**config.mk**
```make
export PLATFORM = sky130hd
export DESIGN_NAME = command_frame_parser_core
export DESIGN_NICKNAME = d
export VERILOG_FILES = /design/src/rtl/core/cfp_pkg.sv /design/src/rtl/core/cfp_front.sv /design/src/rtl/core/cfp_queue.sv /design/src/rtl/core/cfp_back.sv /design/src/rtl/core/command_frame_parser_core.sv
export SDC_FILE = /design/constraint.sdc
export NUM_CORES = 1
export LEC_CHECK = 0
export ABC_AREA = 1
export BUFFER_PORTS_ARGS = -buffer_cell sky130_fd_sc_hd__buf_2
export CORE_ASPECT_RATIO = 0.8
export CORE_MARGIN = 2
export CORE_UTILIZATION = 50
export CTS_CLUSTER_SIZE = 25
export DETAILED_ROUTE_END_ITERATION = 6
export PLACE_DENSITY_LB_ADDON = 0.1
export SYNTH_ARGS = -nofsm -noshare
export SYNTH_HDL_FRONTEND = slang
export SYNTH_SLANG_ARGS = --single-unit
export TNS_END_PERCENT = 1
```
**constraint.sdc**
```tcl
create_clock -name clock -period 4.73 [get_ports clock]
set_clock_uncertainty 0.1 [all_clocks]
set_input_delay 0.473 -clock clock [delete_from_list [all_inputs] [get_ports clock]]
set_output_delay 0.473 -clock clock [all_outputs]
set_load 0.1 [all_outputs]
```
**src/rtl/core/cfp_pkg.sv**
```systemverilog
`timescale 1ns / 1ps
`default_nettype none

package cfp_pkg;

   localparam logic [7:0] HDR_FIRST      = 8'hAA;
   localparam logic [7:0] HDR_SECOND     = 8'h55;

   localparam logic [7:0] CMD_MOVE       = 8'h01;
   localparam logic [7:0] CMD_ESTOP      = 8'h02;
   localparam logic [7:0] CMD_CLEAR      = 8'h03;
   localparam logic [7:0] CMD_DEBUG_PAGE = 8'h04;
   localparam logic [7:0] CMD_MAIN_PAGE  = 8'h05;

   localparam logic [1:0] STATUS_NONE    = 2'd0;
   localparam logic [1:0] STATUS_ENTER   = 2'd1;
   localparam logic [1:0] STATUS_LEAVE   = 2'd2;

   localparam int PAYLOAD_BYTES = 4;

   // one classified byte handed from the parser to the command stage
   typedef struct packed {
      logic               frame_done;
      logic               checksum_bad;
      logic [7:0]         command_id;
      logic signed [15:0] target_x;
      logic signed [15:0] target_y;
   } cfp_work_type;

endpackage

`default_nettype wire

```
**src/rtl/core/cfp_front.sv**
```systemverilog
`timescale 1ns / 1ps
`default_nettype none

module cfp_front
   import cfp_pkg::*;
(
   input  wire logic         clock,
   input  wire logic         reset,
   input  wire logic         req_valid,
   output logic              req_ready,
   input  wire logic [7:0]   req_rx_byte,
   output logic              work_valid,
   input  wire logic         work_ready,
   output cfp_work_type      work_data
);

   localparam logic [2:0] PH_HUNT    = 3'd0;
   localparam logic [2:0] PH_HDR2    = 3'd1;
   localparam logic [2:0] PH_ID      = 3'd2;
   localparam logic [2:0] PH_PAYLOAD = 3'd3;
   localparam logic [2:0] PH_CHECK   = 3'd4;

   logic [2:0] phase_ff, phase_in;
   logic [7:0] frame_id_ff, frame_id_in;
   logic [2:0] count_ff, count_in;
   logic [7:0] sum_ff, sum_in;
   logic [7:0] payload_ff [PAYLOAD_BYTES];
   logic       take;
   logic [2:0] count_next;

   assign req_ready  = work_ready;
   assign work_valid = req_valid;
   assign take       = req_valid && work_ready;
   assign count_next = count_ff + 3'd1;

   always_comb begin
      phase_in    = phase_ff;
      frame_id_in = frame_id_ff;
      count_in    = count_ff;
      sum_in      = sum_ff;
      work_data   = '0;
      unique case (phase_ff)
         PH_HDR2: begin
            phase_in = (req_rx_byte == HDR_SECOND) ? PH_ID : PH_HUNT;
         end
         PH_ID: begin
            frame_id_in = req_rx_byte;
            sum_in      = req_rx_byte;
            count_in    = 3'd0;
            phase_in    = (req_rx_byte == CMD_MOVE) ? PH_PAYLOAD : PH_CHECK;
         end
         PH_PAYLOAD: begin
            count_in = count_next;
            sum_in   = sum_ff + req_rx_byte;
            if (count_next >= 3'(PAYLOAD_BYTES)) begin
               phase_in = PH_CHECK;
            end
         end
         PH_CHECK: begin
            work_data.frame_done   = 1'b1;
            work_data.checksum_bad = (sum_ff != req_rx_byte);
            work_data.command_id   = frame_id_ff;
            work_data.target_x     = {payload_ff[0], payload_ff[1]};
            work_data.target_y     = {payload_ff[2], payload_ff[3]};
            phase_in               = PH_HUNT;
         end
         default: begin
            // unused codes behave as hunting
            phase_in = (req_rx_byte == HDR_FIRST) ? PH_HDR2 : PH_HUNT;
         end
      endcase
   end

   always_ff @(posedge clock) begin
      if (reset) begin
         phase_ff    <= PH_HUNT;
         frame_id_ff <= '0;
         count_ff    <= '0;
         sum_ff      <= '0;
      end else if (take) begin
         phase_ff    <= phase_in;
         frame_id_ff <= frame_id_in;
         count_ff    <= count_in;
         sum_ff      <= sum_in;
      end
   end

   always_ff @(posedge clock) begin
      if (take && phase_ff == PH_PAYLOAD) begin
         payload_ff[count_ff[1:0]] <= req_rx_byte;
      end
   end

endmodule

`default_nettype wire

```
**src/rtl/core/cfp_queue.sv**
```systemverilog
`timescale 1ns / 1ps
`default_nettype none

module cfp_queue
   import cfp_pkg::*;
#(
   parameter int Depth = 2
) (
   input  wire logic         clock,
   input  wire logic         reset,
   input  wire logic         in_valid,
   output logic              in_ready,
   input  wire cfp_work_type in_data,
   output logic              out_valid,
   input  wire logic         out_ready,
   output cfp_work_type      out_data
);

   localparam int PtrW = (Depth > 1) ? $clog2(Depth) : 1;
   localparam int CntW = $clog2(Depth + 1);

   cfp_work_type    entry_ff [Depth];
   logic [PtrW-1:0] wr_ptr_ff, wr_ptr_in;
   logic [PtrW-1:0] rd_ptr_ff, rd_ptr_in;
   logic [CntW-1:0] count_ff, count_in;
   logic            push, pop;

   assign in_ready  = (count_ff != CntW'(Depth));
   assign out_valid = (count_ff != '0);
   assign out_data  = entry_ff[rd_ptr_ff];
   assign push      = in_valid && in_ready;
   assign pop       = out_valid && out_ready;

   always_comb begin
      wr_ptr_in = wr_ptr_ff;
      rd_ptr_in = rd_ptr_ff;
      count_in  = count_ff;
      if (push) begin
         wr_ptr_in = (wr_ptr_ff == PtrW'(Depth - 1)) ? '0 : wr_ptr_ff + 1'b1;
      end
      if (pop) begin
         rd_ptr_in = (rd_ptr_ff == PtrW'(Depth - 1)) ? '0 : rd_ptr_ff + 1'b1;
      end
      if (push && !pop) begin
         count_in = count_ff + 1'b1;
      end else if (pop && !push) begin
         count_in = count_ff - 1'b1;
      end
   end

   always_ff @(posedge clock) begin
      if (reset) begin
         wr_ptr_ff <= '0;
         rd_ptr_ff <= '0;
         count_ff  <= '0;
      end else begin
         wr_ptr_ff <= wr_ptr_in;
         rd_ptr_ff <= rd_ptr_in;
         count_ff  <= count_in;
      end
   end

   always_ff @(posedge clock) begin
      if (push) begin
         entry_ff[wr_ptr_ff] <= in_data;
      end
   end

endmodule

`default_nettype wire

```
**src/rtl/core/cfp_back.sv**
```systemverilog
`timescale 1ns / 1ps
`default_nettype none

module cfp_back
   import cfp_pkg::*;
(
   input  wire logic          clock,
   input  wire logic          reset,
   input  wire logic          work_valid,
   output logic               work_ready,
   input  wire cfp_work_type  work_data,
   output logic               rsp_valid,
   input  wire logic          rsp_ready,
   output logic               rsp_frame_done,
   output logic               rsp_checksum_bad,
   output logic [7:0]         rsp_command_id,
   output logic               rsp_move_request,
   output logic signed [15:0] rsp_target_x,
   output logic signed [15:0] rsp_target_y,
   output logic               rsp_stop_motors,
   output logic [1:0]         rsp_status_update,
   output logic               rsp_estop_active,
   output logic               rsp_page_changed,
   output logic               rsp_page_select
);

   logic               valid_ff;
   logic               estop_ff, estop_in;
   logic               page_ff, page_in;
   logic               take;

   logic               done_ff, bad_ff, move_ff, stop_ff, pchg_ff;
   logic               move_in, stop_in, pchg_in;
   logic [7:0]         id_ff;
   logic signed [15:0] tx_ff, ty_ff, tx_in, ty_in;
   logic [1:0]         status_ff, status_in;

   assign work_ready = !valid_ff || rsp_ready;
   assign take       = work_valid && work_ready;

   always_comb begin
      estop_in  = estop_ff;
      page_in   = page_ff;
      move_in   = 1'b0;
      stop_in   = 1'b0;
      pchg_in   = 1'b0;
      tx_in     = '0;
      ty_in     = '0;
      status_in = STATUS_NONE;
      if (work_data.frame_done && !work_data.checksum_bad) begin
         unique case (work_data.command_id)
            CMD_MOVE: begin
               if (!estop_ff) begin
                  move_in = 1'b1;
                  tx_in   = work_data.target_x;
                  ty_in   = work_data.target_y;
               end
            end
            CMD_ESTOP: begin
               estop_in  = 1'b1;
               stop_in   = 1'b1;
               status_in = STATUS_ENTER;
            end
            CMD_CLEAR: begin
               if (estop_ff) begin
                  estop_in  = 1'b0;
                  status_in = STATUS_LEAVE;
               end
               // targets stay zero
               move_in = 1'b1;
            end
            CMD_DEBUG_PAGE: begin
               page_in = 1'b1;
               pchg_in = 1'b1;
            end
            CMD_MAIN_PAGE: begin
               page_in = 1'b0;
               pchg_in = 1'b1;
            end
            default: begin
            end
         endcase
      end
   end

   always_ff @(posedge clock) begin
      if (reset) begin
         valid_ff <= 1'b0;
         estop_ff <= 1'b0;
         page_ff  <= 1'b0;
      end else begin
         if (take) begin
            valid_ff <= 1'b1;
            estop_ff <= estop_in;
            page_ff  <= page_in;
         end else if (rsp_ready) begin
            valid_ff <= 1'b0;
         end
      end
   end

   always_ff @(posedge clock) begin
      if (take) begin
         done_ff   <= work_data.frame_done;
         bad_ff    <= work_data.checksum_bad;
         id_ff     <= work_data.command_id;
         move_ff   <= move_in;
         tx_ff     <= tx_in;
         ty_ff     <= ty_in;
         stop_ff   <= stop_in;
         status_ff <= status_in;
         pchg_ff   <= pchg_in;
      end
   end

   assign rsp_valid         = valid_ff;
   assign rsp_frame_done    = done_ff;
   assign rsp_checksum_bad  = bad_ff;
   assign rsp_command_id    = id_ff;
   assign rsp_move_request  = move_ff;
   assign rsp_target_x      = tx_ff;
   assign rsp_target_y      = ty_ff;
   assign rsp_stop_motors   = stop_ff;
   assign rsp_status_update = status_ff;
   assign rsp_estop_active  = estop_ff;
   assign rsp_page_changed  = pchg_ff;
   assign rsp_page_select   = page_ff;

endmodule

`default_nettype wire

```
**src/rtl/core/command_frame_parser_core.sv**
```systemverilog
// channel   direction  handshake            payload
// req_      in         req_valid/req_ready  rx_byte[7:0]
// rsp_      out        rsp_valid/rsp_ready  frame_done .. page_select, one item per byte
//
// one byte accepted per cycle while req_ready is high; each byte yields exactly one result item
// path: parser into a queue (two entries by default), command stage into the output register
// req_ready drops only when the queue is full (two items by default); in a full stream the
// queue holds one, so req_ready falls the cycle after the first cycle of rsp_ready low
// reset is synchronous: parser hunts for the header, stop latch and page return to zero
`timescale 1ns / 1ps
`default_nettype none

module command_frame_parser_core
   import cfp_pkg::*;
#(
   parameter int QueueDepth = 2
) (
   input  wire logic          clock,
   input  wire logic          reset,
   input  wire logic          req_valid,
   output logic               req_ready,
   input  wire logic [7:0]    req_rx_byte,
   output logic               rsp_valid,
   input  wire logic          rsp_ready,
   output logic               rsp_frame_done,
   output logic               rsp_checksum_bad,
   output logic [7:0]         rsp_command_id,
   output logic               rsp_move_request,
   output logic signed [15:0] rsp_target_x,
   output logic signed [15:0] rsp_target_y,
   output logic               rsp_stop_motors,
   output logic [1:0]         rsp_status_update,
   output logic               rsp_estop_active,
   output logic               rsp_page_changed,
   output logic               rsp_page_select
);

   logic         fq_valid, fq_ready;
   cfp_work_type fq_data;
   logic         qb_valid, qb_ready;
   cfp_work_type qb_data;

   cfp_front u_front (
      .clock       (clock),
      .reset       (reset),
      .req_valid   (req_valid),
      .req_ready   (req_ready),
      .req_rx_byte (req_rx_byte),
      .work_valid  (fq_valid),
      .work_ready  (fq_ready),
      .work_data   (fq_data)
   );

   cfp_queue #(
      .Depth (QueueDepth)
   ) u_queue (
      .clock     (clock),
      .reset     (reset),
      .in_valid  (fq_valid),
      .in_ready  (fq_ready),
      .in_data   (fq_data),
      .out_valid (qb_valid),
      .out_ready (qb_ready),
      .out_data  (qb_data)
   );

   cfp_back u_back (
      .clock             (clock),
      .reset             (reset),
      .work_valid        (qb_valid),
      .work_ready        (qb_ready),
      .work_data         (qb_data),
      .rsp_valid         (rsp_valid),
      .rsp_ready         (rsp_ready),
      .rsp_frame_done    (rsp_frame_done),
      .rsp_checksum_bad  (rsp_checksum_bad),
      .rsp_command_id    (rsp_command_id),
      .rsp_move_request  (rsp_move_request),
      .rsp_target_x      (rsp_target_x),
      .rsp_target_y      (rsp_target_y),
      .rsp_stop_motors   (rsp_stop_motors),
      .rsp_status_update (rsp_status_update),
      .rsp_estop_active  (rsp_estop_active),
      .rsp_page_changed  (rsp_page_changed),
      .rsp_page_select   (rsp_page_select)
   );

   a_bad_needs_done: assert property (@(posedge clock) disable iff (reset)
      rsp_valid && rsp_checksum_bad |-> rsp_frame_done)
      else $error("checksum_bad without frame_done");

   a_move_needs_good_frame: assert property (@(posedge clock) disable iff (reset)
      rsp_valid && rsp_move_request |-> rsp_frame_done && !rsp_checksum_bad && !rsp_estop_active)
      else $error("move request outside a good frame or while stopped");

   a_stop_sets_latch: assert property (@(posedge clock) disable iff (reset)
      rsp_valid && rsp_stop_motors |-> rsp_estop_active && rsp_status_update == STATUS_ENTER)
      else $error("stop pulse without latched emergency stop");

   a_leave_clears_latch: assert property (@(posedge clock) disable iff (reset)
      rsp_valid && rsp_status_update == STATUS_LEAVE |-> !rsp_estop_active && rsp_move_request)
      else $error("leave status with latch still set");

endmodule

`default_nettype wire

```
==> results of run 1 <==
## final timing paths
path                                                to  slack, ns  cells after the start
setup reg to reg  u_back.rsp_target_x[2]$_SDFFCE_PP0P_       1.98                      7
hold / removal           u_back.rsp_valid$_SDFFE_PP0P_       0.23                      4
setup / recovery  u_back.rsp_target_x[2]$_SDFFCE_PP0P_       1.98                      7
hold reg to reg    u_front.frame_id_ff[4]$_SDFFE_PP0P_       0.36                      2
## power groups by stage
stage	Sequential, mW	Combinational (mW)	Clock (mW)
3_5_place_dp	2.38	2.17	0
2_1_floorplan	3.55	0.623	0
4_1_cts	2.35	2.17	1.47
5_1_grt	2.38	2.28	1.54
3_3_place_gp	2.38	2.15	0
6_report	2.35	2.16	1.45
## cell families after synthesis
logic type	count (synthesis)	synth area share [%]
AND/OR/NAND/NOR	250	13.4
buffers and inverters	114	6.03
flip-flops	192	70.6
XOR/XNOR	3	0.340
adder cells (fa/ha/maj)	13	2.20
AO/OA/AOI/OAI	89	7.40
## layout make-up
class                   count  share of cell area [%]
inverters                  94                    3.99
flip-flops and latches    192                    61.7
repair buffers             67                    3.93
clock buffers              23                    5.29
well taps                 210                    2.97
clock inverters             9                    1.50
multi-input cells         355                    20.6
## metrics by stage
step / total power [mW] / hold slack, ns / utilization [%] / instances
3_5_place_dp: 4.55 / 0.349 / 54.8 / 918
2_1_floorplan: 4.18 / 0.326 / - / 661
3_3_place_gp: 4.52 / 0.337 / 54.8 / 918
5_1_grt: 6.19 / 0.249 / 58.8 / 950
6_report: 5.95 / 0.228 / 58.8 / 950
4_1_cts: 5.99 / 0.209 / 58.8 / 950
## sequential cells by signal, summed over array words and instances, names as in the netlist, named ones only
| signal | count |
|---|---|
| u_back.rsp_page_select | 1 |
| u_queue.count_ff | 2 |
| u_back.rsp_status_update | 1 |
| u_back.rsp_page_changed | 1 |
| u_front.payload_ff | 32 |
| u_front.count_ff | 3 |
| u_back.rsp_target_x | 16 |
| u_front.phase_ff | 3 |
| u_back.rsp_command_id | 8 |
| u_back.rsp_move_request | 1 |
| u_back.rsp_valid | 1 |
| u_queue.entry_ff | 84 |
| u_back.rsp_target_y | 16 |
| u_back.rsp_frame_done | 1 |
| u_back.rsp_estop_active | 1 |
| u_front.frame_id_ff | 8 |
| u_queue.wr_ptr_ff | 1 |
| u_front.sum_ff | 8 |
| u_back.rsp_stop_motors | 1 |
| u_queue.rd_ptr_ff | 1 |
| u_back.rsp_checksum_bad | 1 |
## worst register-to-register path: stages, from the launching register on
cell and delay (ns):
dfxtp_1 0.31, inv_2 0.51, o21ai_0 0.30, inv_1 0.09, nand2_1 0.09, nor2_2 0.15, nand4_4 0.60, a21oi_1 0.41
## per-layer routing
metal | vias up | track usage, % | share of wire (%)
met2 | 138 | 28.8 | 45
met4 | 0 | 6.80 | 1.3
met1 | 2297 | 27.0 | 48
li1 | 2337 | - | -
met5 | - | 0 | 0
met3 | 12 | 4.25 | 5.5
## cell usage after synthesis (all sizes together) (2+ instances only)
cell type | instances | area share [%]
edfxtp | 162 | 63
nand2 | 133 | 6.5
inv | 94 | 4.6
nor2 | 78 | 3.9
a21oi | 56 | 5.0
dfxtp | 30 | 7.8
o21ai | 26 | 1.7
nand3 | 15 | 0.97
clkbuf | 13 | 0.63
ha | 12 | 1.9
buf | 7 | 0.84
nor3 | 7 | 0.45
nand4 | 6 | 0.68
or2 | 4 | 0.32
a211oi | 2 | 0.19
a31oi | 2 | 0.16
nand3b | 2 | 0.19
nor4 | 2 | 0.16
xor2 | 2 | 0.23
==> results.cfg, run 1 <==
[layout]
most-common-layout-cells = 162 x edfxtp_1, 133 x nand2_1, 90 x inv_1
multi_input_area_mm2 = 0.00182
register_area_mm2 = 0.00547
layout_commonest_cell = edfxtp_1
antenna_cells = 0
final_nets = 752
area_delta_synth_final_pct = 14.4
drive_above_1_share_pct = 18.4
final_area_mm2 = 0.00885
fill_cells = 1225

[global_route]
grt_pass1_wl_mm = 23.2
grt_max_degree = 53
track_usage_pct = 18.9
antenna_found_initial = 0
grt_pass1_vias = 4563
grt-ovfl-total = 0

[setup_path]
worst_setup_path_end_kind = register
worst_setup_path_start_kind = register
path_cells = inv_2, o21ai_0, inv_1, nand2_1, nor2_2, nand4_4, a21oi_1
cp_top_family = simple AND/OR/NAND/NOR gates
crit_path_top_delay_cell = nand4_4
timing.critical_path.buf_inv = 2
crit_fanout = 37
crit_arrival_ns = 2.88
max_stage_delay_ns = 0.60
path_class = register to register
critPathRequiredTime_ns = 4.87

[yosys]
ys_warn_count = 0
ys_seq_area_share_pct = 70.6
post_synth_inst_count = 661
avgSynthCellArea_um2 = 11.7
synth-edff-count = 162
synth-seq-cells = 192
synthFlopType = edfxtp_1
syn_area_mm2 = 0.00774
synth.distinct_cells = 35
syn-num-nets = 686
synth_async_sr_flop_share_pct = 0

[floorplan]
io_pins = 63
core_mm2 = 0.0151
start_util_pct = 51.4
rows = 40
die_h_um = 115
fp.dieW_um = 143
die_area_mm2 = 0.0165

[power]
ir_drop_uv = 490
internal_power_mw = 3.39
comb_power_share_pct = 36.3
p_leak_nw = 3.49
seq_power_share_pct = 39.4
p_clk_share_pct = 24.3
switching_power_mw = 2.56
p_sw_share_pct = 43.1
powerDensity_mw_per_mm2 = 672

[place]
dp_hpwl_mm = 9.17
gp_congestion = 0.884
pre_cts_ws_ns = 1.99
io_buffers = 62
placed_cell_area_mm2 = 0.00825

[sta]
fmax_ghz = 0.364
fin_crit_sh_pct = 58.1
slew_viol_final = 0
setup_tns_ns = 0
worst_pin_slew_ns = 1.14
setup_ws_ns = 1.98
rsz0062_at_grt = false
final_hold_viol_count = 0
post-route-min-period_ns = 2.75
setup_viol = 0
slew_headroom_pct = 23.7

[cts]
htreeDepth = 4
clock_sinks = 192
cts-root-buf = clkbuf_16
cts-resized-gates = 0
cts_buffers = 17
postCtsHoldBufs = 0
post_cts_buffers = 0
cts_tree = done
clk_latency_ns = 0.43
clk_pin_slew_ns = 0.06
max-clock-path-buffers = 2

[worst_hold_path]
hold_path_class = input port to register
holdCritStartpoint = rsp_ready

[flow_run]
max_cap_violations = 0

[outcome]
status = completed

[routing]
drc = 0
first_pass_iters = 4
routed_wirelength_mm = 14.7
drtIter0Drc = 338
vias = 4784
vias_per_cell = 5.04
wl_per_cell_um = 15.4
antenna_left = 0
Power figures use the tool's default switching activity.
==> inputs of run 2 (changes only) <==
--- a/config.mk
+++ b/config.mk
@@ -5,7 +5,7 @@
 export SDC_FILE = /design/constraint.sdc
 export NUM_CORES = 1
 export LEC_CHECK = 0
-export ABC_AREA = 1
+export ABC_AREA = 0
 export BUFFER_PORTS_ARGS = -buffer_cell sky130_fd_sc_hd__buf_2
 export CORE_ASPECT_RATIO = 0.8
 export CORE_MARGIN = 2
==> constraint.sdc (replaced) <==
create_clock -name clock -period 2.8 [get_ports clock]
set_clock_uncertainty 0.1 [all_clocks]
set_input_delay 0.28 -clock clock [delete_from_list [all_inputs] [get_ports clock]]
set_output_delay 0.28 -clock clock [all_outputs]
set_load 0.1 [all_outputs]
==> run 2 against run 1 <==
Compared with the run above:
- worst hold slack got worse by 0.18 ns
- synthesized cell count fell by 20%
- setup slack got worse by 1.4 ns
- cell area fell by 1.3%
- sequential share of layout area rose by 0.85 points
- non-clock buffer count rose by 7
- critical path depth fell by 1
- register-to-register slack got worse by 1.4 ns
- final cell count fell by 16%
- area after synthesis fell by 2.0%
==> results.cfg, run 2 <==
[yosys]
synth_async_sr_flop_share_pct = 0
synth.distinct_cells = 45
post_synth_inst_count = 532
ys_top_cells_by_area = edfxtp_1 64%, dfxtp_1 7.9%, mux2i_1 4.9%
syn-num-nets = 557
avgSynthCellArea_um2 = 14.3
ys_warn_count = 0
ys_seq_area_share_pct = 72.1
yosys.area.top_type = edfxtp_1
synth-seq-cells = 192
synthTopCellsByCount = 162 x edfxtp_1, 62 x nor2_1, 45 x and3_1
syn_area_mm2 = 0.00758
synthFlopType = edfxtp_1
synth.most_common_cell = edfxtp_1
yosysTopAreaCellShare_pct = 64.1
synth-edff-count = 162

[worst_hold_path]
hold_path_class = input port to register

[place]
dp_hpwl_mm = 8.95
gp_congestion = 0.833
placed_cell_area_mm2 = 0.00814
io_buffers = 62

[global_route]
grt-ovfl-total = 0
grt_pass1_vias = 4201
antenna_found_initial = 0
grt_max_degree = 43
track_usage_pct = 18.6
grt_pass1_wl_mm = 22.4

[sta]
fin_crit_sh_pct = 79.0
slew_viol_final = 0
slew_headroom_pct = 57.8
holdWs_ns = 0.0509
worst_pin_slew_ns = 0.633
rsz0062_at_grt = false
fmax_ghz = 0.452
setup_viol = 0
post-route-min-period_ns = 2.21
final_hold_viol_count = 0

[outcome]
status = completed

[cts]
clk_latency_ns = 0.42
cts_buffers = 17
postCtsHoldBufs = 0
clk_pin_slew_ns = 0.07
cts_tree = done
cts-resized-gates = 0
cts-root-buf = clkbuf_16
post_cts_buffers = 0
max-clock-path-buffers = 2
clock_sinks = 192
htreeDepth = 4

[layout]
largest_reg_flops = 84
regMostFlops = u_queue.entry_ff
layout_commonest_cell = edfxtp_1
most-common-layout-cells = 162 x edfxtp_1, 62 x buf_2, 61 x nor2_1
multi_input_area_mm2 = 0.00198
fin_util_pct = 58.6
final_nets = 624
drive_above_1_share_pct = 19.1
fill_cells = 1183
area_delta_synth_final_pct = 15.2
register_area_mm2 = 0.00547
final_area_mm2 = 0.00873
antenna_cells = 0

[setup_path]
crit_fanout = 32
crit_arrival_ns = 2.38
worst_setup_path_end_kind = register
path_class = register to register
worst_setup_path_start_kind = register
critPathRequiredTime_ns = 2.96

[routing]
drtIter0Drc = 335
routed_wirelength_mm = 14.4
vias_per_cell = 5.49
vias = 4394
drc = 0
first_pass_iters = 5
wl_per_cell_um = 17.9
antenna_left = 0

[power]
p_leak_nw = 3.26
ir_drop_uv = 596
power_mw = 9.42
powerDensity_mw_per_mm2 = 1080

[floorplan]
io_pins = 63
die_h_um = 114
fp.dieW_um = 142
core_mm2 = 0.0149
die_area_mm2 = 0.0162
start_util_pct = 50.8
rows = 40

[flow_run]
max_cap_violations = 0
==> run 2: power breakdown <==
part           switching [mW]  internal, mW
logic                    2.65         0.519
clock network           0.973          1.42
registers               0.160          3.70
==> run 2: critical path, cell delays in order (launching register included) <==
cell and delay (ns):
edfxtp_1 0.39, or4_1 0.60, mux2i_1 0.16, nand4_1 0.17, nand2b_1 0.18, buf_4 0.25, nor2_1 0.17
==> run 2: final cells by class <==
type                            instances  area share [%]
Sequential cell                       192            62.6
Clock buffer                           25            5.67
Inverter                               11           0.473
Clock inverter                          7            1.15
Multi-Input combinational cell        303            22.7
Tap cell                              189            2.71
Timing Repair Buffer                   74            4.73
==> run 2: stage by stage <==
stage               cells  setup TNS (ns)  setup slack (ns)
floorplan             532           -7.76            -0.109
global placement      769               0             0.636
detailed placement    769               0             0.529
CTS                   801               0             0.590
global route          801               0             0.348
finish                801               0             0.588
==> run 2: logic make-up (layout without fill, tap and decap cells) <==
family                   Yosys count  count (layout)  share of synthesized area, %
flip-flops                       192             192                          72.1
AND/OR/NAND/NOR                  171             171                          11.4
AO/OA/AOI/OAI                     63              63                          5.03
multiplexers                      45              45                          6.07
buffers and inverters             37             117                          1.91
adder cells (fa/ha/maj)           13              13                          2.24
XOR/XNOR                          11              11                          1.27
==> run 2: per-layer routing <==
layer	GRT usage (%)	routed length [um]	part of all wire [%]	up-vias
li1	-	-	-	2114
met1	25.9	6800	47	2145
met2	29.4	6730	47	127
met3	3.93	749	5.2	8
met4	6.27	90	0.63	0
met5	0	0	0	-
==> run 2: path summary, 6_finish.rpt <==
kind | endpoint | from | slack [ns] | depth (start not counted)
setup reg to reg | u_back.rsp_target_x[2]$_SDFFCE_PP0P_ | u_queue.entry_ff[0][36]$_DFFE_PP_ | 0.59 | 6
setup / recovery | u_back.rsp_target_x[2]$_SDFFCE_PP0P_ | u_queue.entry_ff[0][36]$_DFFE_PP_ | 0.59 | 6
hold reg to reg | u_front.frame_id_ff[7]$_SDFFE_PP0P_ | u_front.frame_id_ff[7]$_SDFFE_PP0P_ | 0.38 | 2
hold / removal | u_back.rsp_valid$_SDFFE_PP0P_ | rsp_ready | 0.05 | 3
